==> config.mk <==
export PLATFORM = sky130hd
export DESIGN_NAME = rcx_mul
export DESIGN_NICKNAME = d
export VERILOG_FILES = /design/src/sv/assert_macros.svh /design/src/sv/rcx_mul.sv
export SDC_FILE = /design/constraint.sdc
export NUM_CORES = 2
export LEC_CHECK = 0
export BUFFER_PORTS_ARGS = -buffer_cell sky130_fd_sc_hd__buf_2
export CAP_MARGIN = 10
export CELL_PAD_IN_SITES_DETAIL_PLACEMENT = 0
export CELL_PAD_IN_SITES_GLOBAL_PLACEMENT = 1
export CORE_UTILIZATION = 55
export DETAILED_ROUTE_END_ITERATION = 8
export MAX_ROUTING_LAYER = met4
export PLACE_DENSITY = 0.85
export SYNTH_ARGS = -nofsm -noshare
export SYNTH_HDL_FRONTEND = slang
export SYNTH_SLANG_ARGS = --single-unit
==> constraint.sdc <==
create_clock -name clk -period 22.9 [get_ports clk]
set_input_delay 0 -clock clk [delete_from_list [all_inputs] [get_ports clk]]
set_output_delay 0 -clock clk [all_outputs]
set_load 0.05 [all_outputs]
==> src/sv/assert_macros.svh <==
// ----------------------------------------------------------------------------
// Assertion macros
// Shared concurrent assertion shorthands, clocked on clk with rst_n low
// disabling the check.
// ----------------------------------------------------------------------------
`ifndef ASSERT_MACROS_SVH
`define ASSERT_MACROS_SVH

// Same-cycle implication.
`define RCX_ASSERT_IMP(lbl, ante, cons, msg) \
  lbl: assert property (@(posedge clk) disable iff (!rst_n) (ante) |-> (cons)) \
    else $error(msg);

// Next-cycle implication.
`define RCX_ASSERT_NXT(lbl, ante, cons, msg) \
  lbl: assert property (@(posedge clk) disable iff (!rst_n) (ante) |=> (cons)) \
    else $error(msg);

`endif

==> src/sv/rcx_mul.sv <==
// ----------------------------------------------------------------------------
// rcx_mul
// Pipelined signed multiplier giving magnitude and sign. The second operand
// is consumed one chunk per stage after an input register.
// ----------------------------------------------------------------------------
module rcx_mul #(
  parameter int AW = 33,
  parameter int BW = 33,
  parameter int CW = 16
) (
  input  logic                 clk,
  input  logic                 en,
  input  logic signed [AW-1:0] a,
  input  logic signed [BW-1:0] b,
  output logic [AW+BW-1:0]     mag,
  output logic                 neg
);

  localparam int NCH  = (BW + CW - 1) / CW;
  localparam int BPW  = NCH * CW;
  localparam int ACCW = AW + BPW;

  logic [AW-1:0]   a_abs;
  logic [BW-1:0]   b_abs;
  logic [AW-1:0]   am_r  [NCH];
  logic [BPW-1:0]  bm_r  [NCH];
  logic            neg_r [NCH+1];
  logic [ACCW-1:0] acc_r [NCH];

  assign a_abs = a[AW-1] ? (~a + 1'b1) : a;
  assign b_abs = b[BW-1] ? (~b + 1'b1) : b;

  always_ff @(posedge clk) begin
    if (en) begin
      am_r[0]  <= a_abs;
      bm_r[0]  <= BPW'(b_abs);
      neg_r[0] <= a[AW-1] ^ b[BW-1];
    end
  end

  for (genvar k = 0; k < NCH; k++) begin : g_ch
    logic [AW+CW-1:0] pp;
    logic [ACCW-1:0]  acc_nxt;

    assign pp = am_r[k] * bm_r[k][k*CW +: CW];

    if (k == 0) begin : g_first
      assign acc_nxt = ACCW'(pp);
    end else begin : g_rest
      assign acc_nxt = acc_r[k-1] + (ACCW'(pp) << (k * CW));
    end

    always_ff @(posedge clk) begin
      if (en) begin
        acc_r[k]   <= acc_nxt;
        neg_r[k+1] <= neg_r[k];
      end
    end

    if (k < NCH - 1) begin : g_pass
      always_ff @(posedge clk) begin
        if (en) begin
          am_r[k+1] <= am_r[k];
          bm_r[k+1] <= bm_r[k];
        end
      end
    end
  end

  assign mag = acc_r[NCH-1][AW+BW-1:0];
  assign neg = neg_r[NCH];

endmodule

After elaboration in Yosys (flattened, before gate mapping)
Memory sizes are Yosys's and may differ from the RTL's. Cells that the tools add are included.

Multiplexer cells: 4. Add/sub/neg operators: 4. Bitwise gates (word level): 3. Multiply operators: 3.

Operators with widths (count): multiplier 33 x 16 -> 49 bit (3); adder 81 x 65 -> 81 bit (1); adder 81 bit (1); adder 33 x 1 -> 33 bit, second input constant (2); 2-to-1 mux 33 bit (2); inverter 33 bit (2); 2-to-1 mux 1 bit (2); bitwise XOR 1 bit (1).

Memories: 4. Bits of input ports: 68. Logic and storage cells: 18. Output and inout port bits: 67. Bits in registers: 0. RAM bits: 490.

Memory list: acc_r (words 3, bits a word 81, read ports 3, clocked after Yosys merged registers in 0, write ports 3, line rcx_mul.sv:28) `logic [ACCW-1:0] acc_r [NCH];`; bm_r (words 3, bits a word 48, read ports 3, clocked after Yosys merged registers in 0, write ports 3, line rcx_mul.sv:26) `logic [BPW-1:0] bm_r [NCH];`; am_r (words 3, bits a word 33, read ports 3, clocked after Yosys merged registers in 0, write ports 3, line rcx_mul.sv:25) `logic [AW-1:0] am_r [NCH];`; neg_r (words 4, bits a word 1, read ports 4, clocked after Yosys merged registers in 0, write ports 4, line rcx_mul.sv:27) `logic neg_r [NCH+1];`.

Logic depth before layout (Yosys ltp)
Word-level depth: 3. Gate-level depth with buffers: 35. Gate-level depth less buffers: 34.

Worst setup path before layout
No wires, ideal clock.

Path type: register -> register. From: memory am_r[1][12] (netlist: am_r[0][45]). To: memory acc_r[0][140] in the netlist's numbering (data pin). Path buffers: 1. Arrival time: 7.641 ns. Setup time: 0.261 ns. Stages on the path, launching flop included: 31. Data required time: 22.639 ns. Period minus slack after synthesis: 7.902 ns. Setup slack: 14.998 ns. Path through: edfxtp_1 clkbuf_1 nand2_1 fa_1 fa_1 fa_1 inv_1 fa_1 fa_1 inv_1 fa_1 inv_1 ha_1 and4_1 and3_1 a211oi_1 o21bai_1 a21oi_1 o21ai_0 xnor2_1 ha_1 nand2_1 nor2_1 nand3_1 a2111oi_1 o21ai_1 a31oi_4 nand4b_4 nor2_1 nand3_1 xnor2_1.

RTL lines (line): start: declaration (rcx_mul.sv:25); end: declaration (rcx_mul.sv:28).

==> flow_metrics.env <==
export IMPL_routed_wl_met2_um=54000
export IMPL_setup_worst_path_class="flop to flop"
export IMPL_gp_congestion=0.908
export IMPL_postCtsSetupBuffers=0
export IMPL_grt_remaining_overflow=0
export IMPL_cp_end_kind="flop"
export IMPL_antenna_found_initial=2
export IMPL_wl_met1_um=50400
export IMPL_fin_util_pct=60.0
export IMPL_drive_above_1_share_pct=5.48
export IMPL_numCtsBuffers=41
export IMPL_clock_fmax_ghz=0.110
export IMPL_grt_max_degree=130
export IMPL_finalSetupViolations=0
export IMPL_cp_arrival_ns=9.42
export IMPL_grt_usage_pct=28.0
export IMPL_drt_vias_per_instance=5.48
export IMPL_clockRootBuffer="clkbuf_16"
export IMPL_dp_hpwl_um=88100
export IMPL_final_hold_violation_count=0
export IMPL_ys_seq_area_share_pct=20.9
export IMPL_drt_initial_drc_count=2120
export IMPL_yosys_cell_count_top_type="inv_1"
export IMPL_initial_core_util_pct=55.6
export IMPL_yosysTopAreaCellShare_pct=35.9
export IMPL_synth_area_leaders="fa_1 36%, edfxtp_1 21%, ha_1 8.1%, inv_1 7.2%, nand2_1 6.6%"
export IMPL_slew_viol_final=0
export IMPL_critPathTopFamily="adder cells"
export IMPL_die_area_um2=88900
export IMPL_slowest_stage="edfxtp_1"
export IMPL_rsz0062_at_grt="no"
export IMPL_drc=0
export IMPL_nNetsFinal=6231
export IMPL_timing_critical_path_buf_inv=4
export IMPL_syn_inst=4896
export IMPL_die_h_um=298
export IMPL_max_slew_margin_pct=33.9
export IMPL_place_port_buffers=134
export IMPL_ys_warnings_count=0
export IMPL_top_layer="met4"
export IMPL_clock_latency_ns=0.62
export IMPL_dr_total_vias=33837
export IMPL_rows=108
export IMPL_cts_tree="done"
export IMPL_max_cap_violations=0
export IMPL_cpPeakStageDelay_ns=0.67
export IMPL_yosysTopAreaCell="fa_1"
export IMPL_area_delta_synth_final_pct=7.84
export IMPL_status="completed"
export IMPL_avgRoutedWirePerCell_um=18.9
export IMPL_netlist_top_cells_count="919 x inv_1, 866 x fa_1, 847 x nand2_1, 357 x and2_1, 335 x edfxtp_1"
export IMPL_synth_edff_count=335
export IMPL_synth_ff_type="edfxtp_1"
export IMPL_critPathMostFrequentCell="fa_1"
export IMPL_ys_ff_latch=335
export IMPL_syn_cell_area_um2=48200
export IMPL_period_minus_slack_ns=9.08
export IMPL_cts_resized=0
export IMPL_core_um2=86800
export IMPL_grt_pass1_vias=35316
export IMPL_synthDistinctLibCells=85
export IMPL_die_w_um=298
export IMPL_finClkSkew_ns=0.0338
export IMPL_wirelength_um=117000
export IMPL_synth_nets=6144
export IMPL_grt_pass1_wl_um=189000
export IMPL_htreeDepth=2
export IMPL_wl_met3_um=9240
export IMPL_cts_path_max_buffers=3
export IMPL_worstPathMaxFanout=17
export IMPL_cp_data_required_time_ns=23.24
export IMPL_avgSynthCellArea_um2=9.85
export IMPL_worstMarginPinSlew_ns=0.991
export IMPL_clock_sinks=335
export IMPL_post_route_period_util_pct=39.7
export IMPL_worst_setup_path_start_kind="flop"
export IMPL_fin_setup_tns_ns=0
export IMPL_ioPinCount=135
export IMPL_ant_nets=0
export IMPL_drt_first_pass_iters=5
export IMPL_hold_class="primary input to flop"
export IMPL_synthArstFlopShare_pct=0
export IMPL_clk_pin_slew_worst_paths_ns=0.07
[layout by cell type, fill, tap and decap left out, types with 15 or more instances in the layout]
master	netlist	layout
a211oi_1	16	16
and3_1	19	19
and2_1	357	357
o21a_1	19	19
edfxtp_1	335	335
inv_1	919	919
buf_2	2	133
clkbuf_16	0	43
o21bai_1	21	21
nand2_1	847	847
nand3_1	35	35
a21o_1	81	81
buf_4	66	49
nor3_1	25	25
or3_1	15	15
o31ai_1	20	20
ha_1	314	314
nor2_1	92	92
nand4_1	20	20
dlygate4sd3_1	0	113
o21ai_0	80	80
a21oi_1	140	140
xor2_1	51	51
nor2b_1	22	22
nand2b_1	25	25
xnor2_1	161	161
fa_1	866	866
[worst register-to-register path: cells and delay by family (launching register included)]
kind	cells	cell delay (ns)
compound gates	7	2.36
xor+xnor	2	0.33
fa+ha+maj	8	3.61
buf+inv	4	0.21
flops	1	0.67
simple gates	9	1.60
[final timing paths]
path | cells after the start | endpoint | from | slack, ns
max | 30 | acc_r[0][140]$_DFFE_PP_ | am_r[0][42]$_DFFE_PP_ | 13.82
min | 2 | bm_r[0][1]$_DFFE_PP_ | b[32] | 0.05
max reg2reg | 30 | acc_r[0][140]$_DFFE_PP_ | am_r[0][42]$_DFFE_PP_ | 13.82
min reg2reg | 0 | neg_r[3]$_DFFE_PP_ | neg_r[2]$_DFFE_PP_ | 0.41
[cells by family after synthesis]
kind of cell / count (synthesis) / share of synthesized area (%)
buf+inv: 1172 / 9.70
flops: 335 / 20.9
xor+xnor: 213 / 3.88
mux: 1 / 0.0233
fa+ha+maj: 1180 / 44.1
compound gates: 490 / 6.72
simple gates: 1505 / 14.7
[sequential cells by signal (all words and copies together) (netlist names)]
name,flops
bm_r,51
neg_r,4
am_r,99
acc_r,181
[layer usage]
| layer | track usage (%) | vias to the layer above |
|---|---|---|
| li1 | - | 15331 |
| met1 | 37.5 | 17140 |
| met2 | 43.9 | 1173 |
| met3 | 5.44 | 193 |
| met4 | 6.85 | 0 |
| met5 | - | - |
[through the flow]
step	cells	instance area, um^2	hold slack [ns]	setup WS, ns
6_report	6171	52000	0.0520	13.82
5_1_grt	6171	52000	0.0631	13.46
4_1_cts	6170	52000	0.0198	13.81
3_5_place_dp	5982	49500	0.227	13.87
3_3_place_gp	5982	49500	0.228	14.04
2_1_floorplan	4896	48200	0.0989	15.00
[area by class of cell]
cell class / count / area [um^2]
inverters: 919 / 3450
diodes: 1 / 2.50
clock inverters: 27 / 272
flip-flops and latches: 335 / 10100
fillers: 7488 / 34700
repair buffers: 297 / 2200
clock buffers: 48 / 1090
well taps: 1155 / 1450
multi-input cells: 3389 / 33500
[repair_timing]
action,4_1_cts,5_1_grt
setup endpoints to repair,0,0
hold buffers,113,0
hold endpoints to repair,124,0
Power is left out: the tool's default activity adds up to more than one toggle a clock period on the data nets, which glitch-free logic cannot reach.
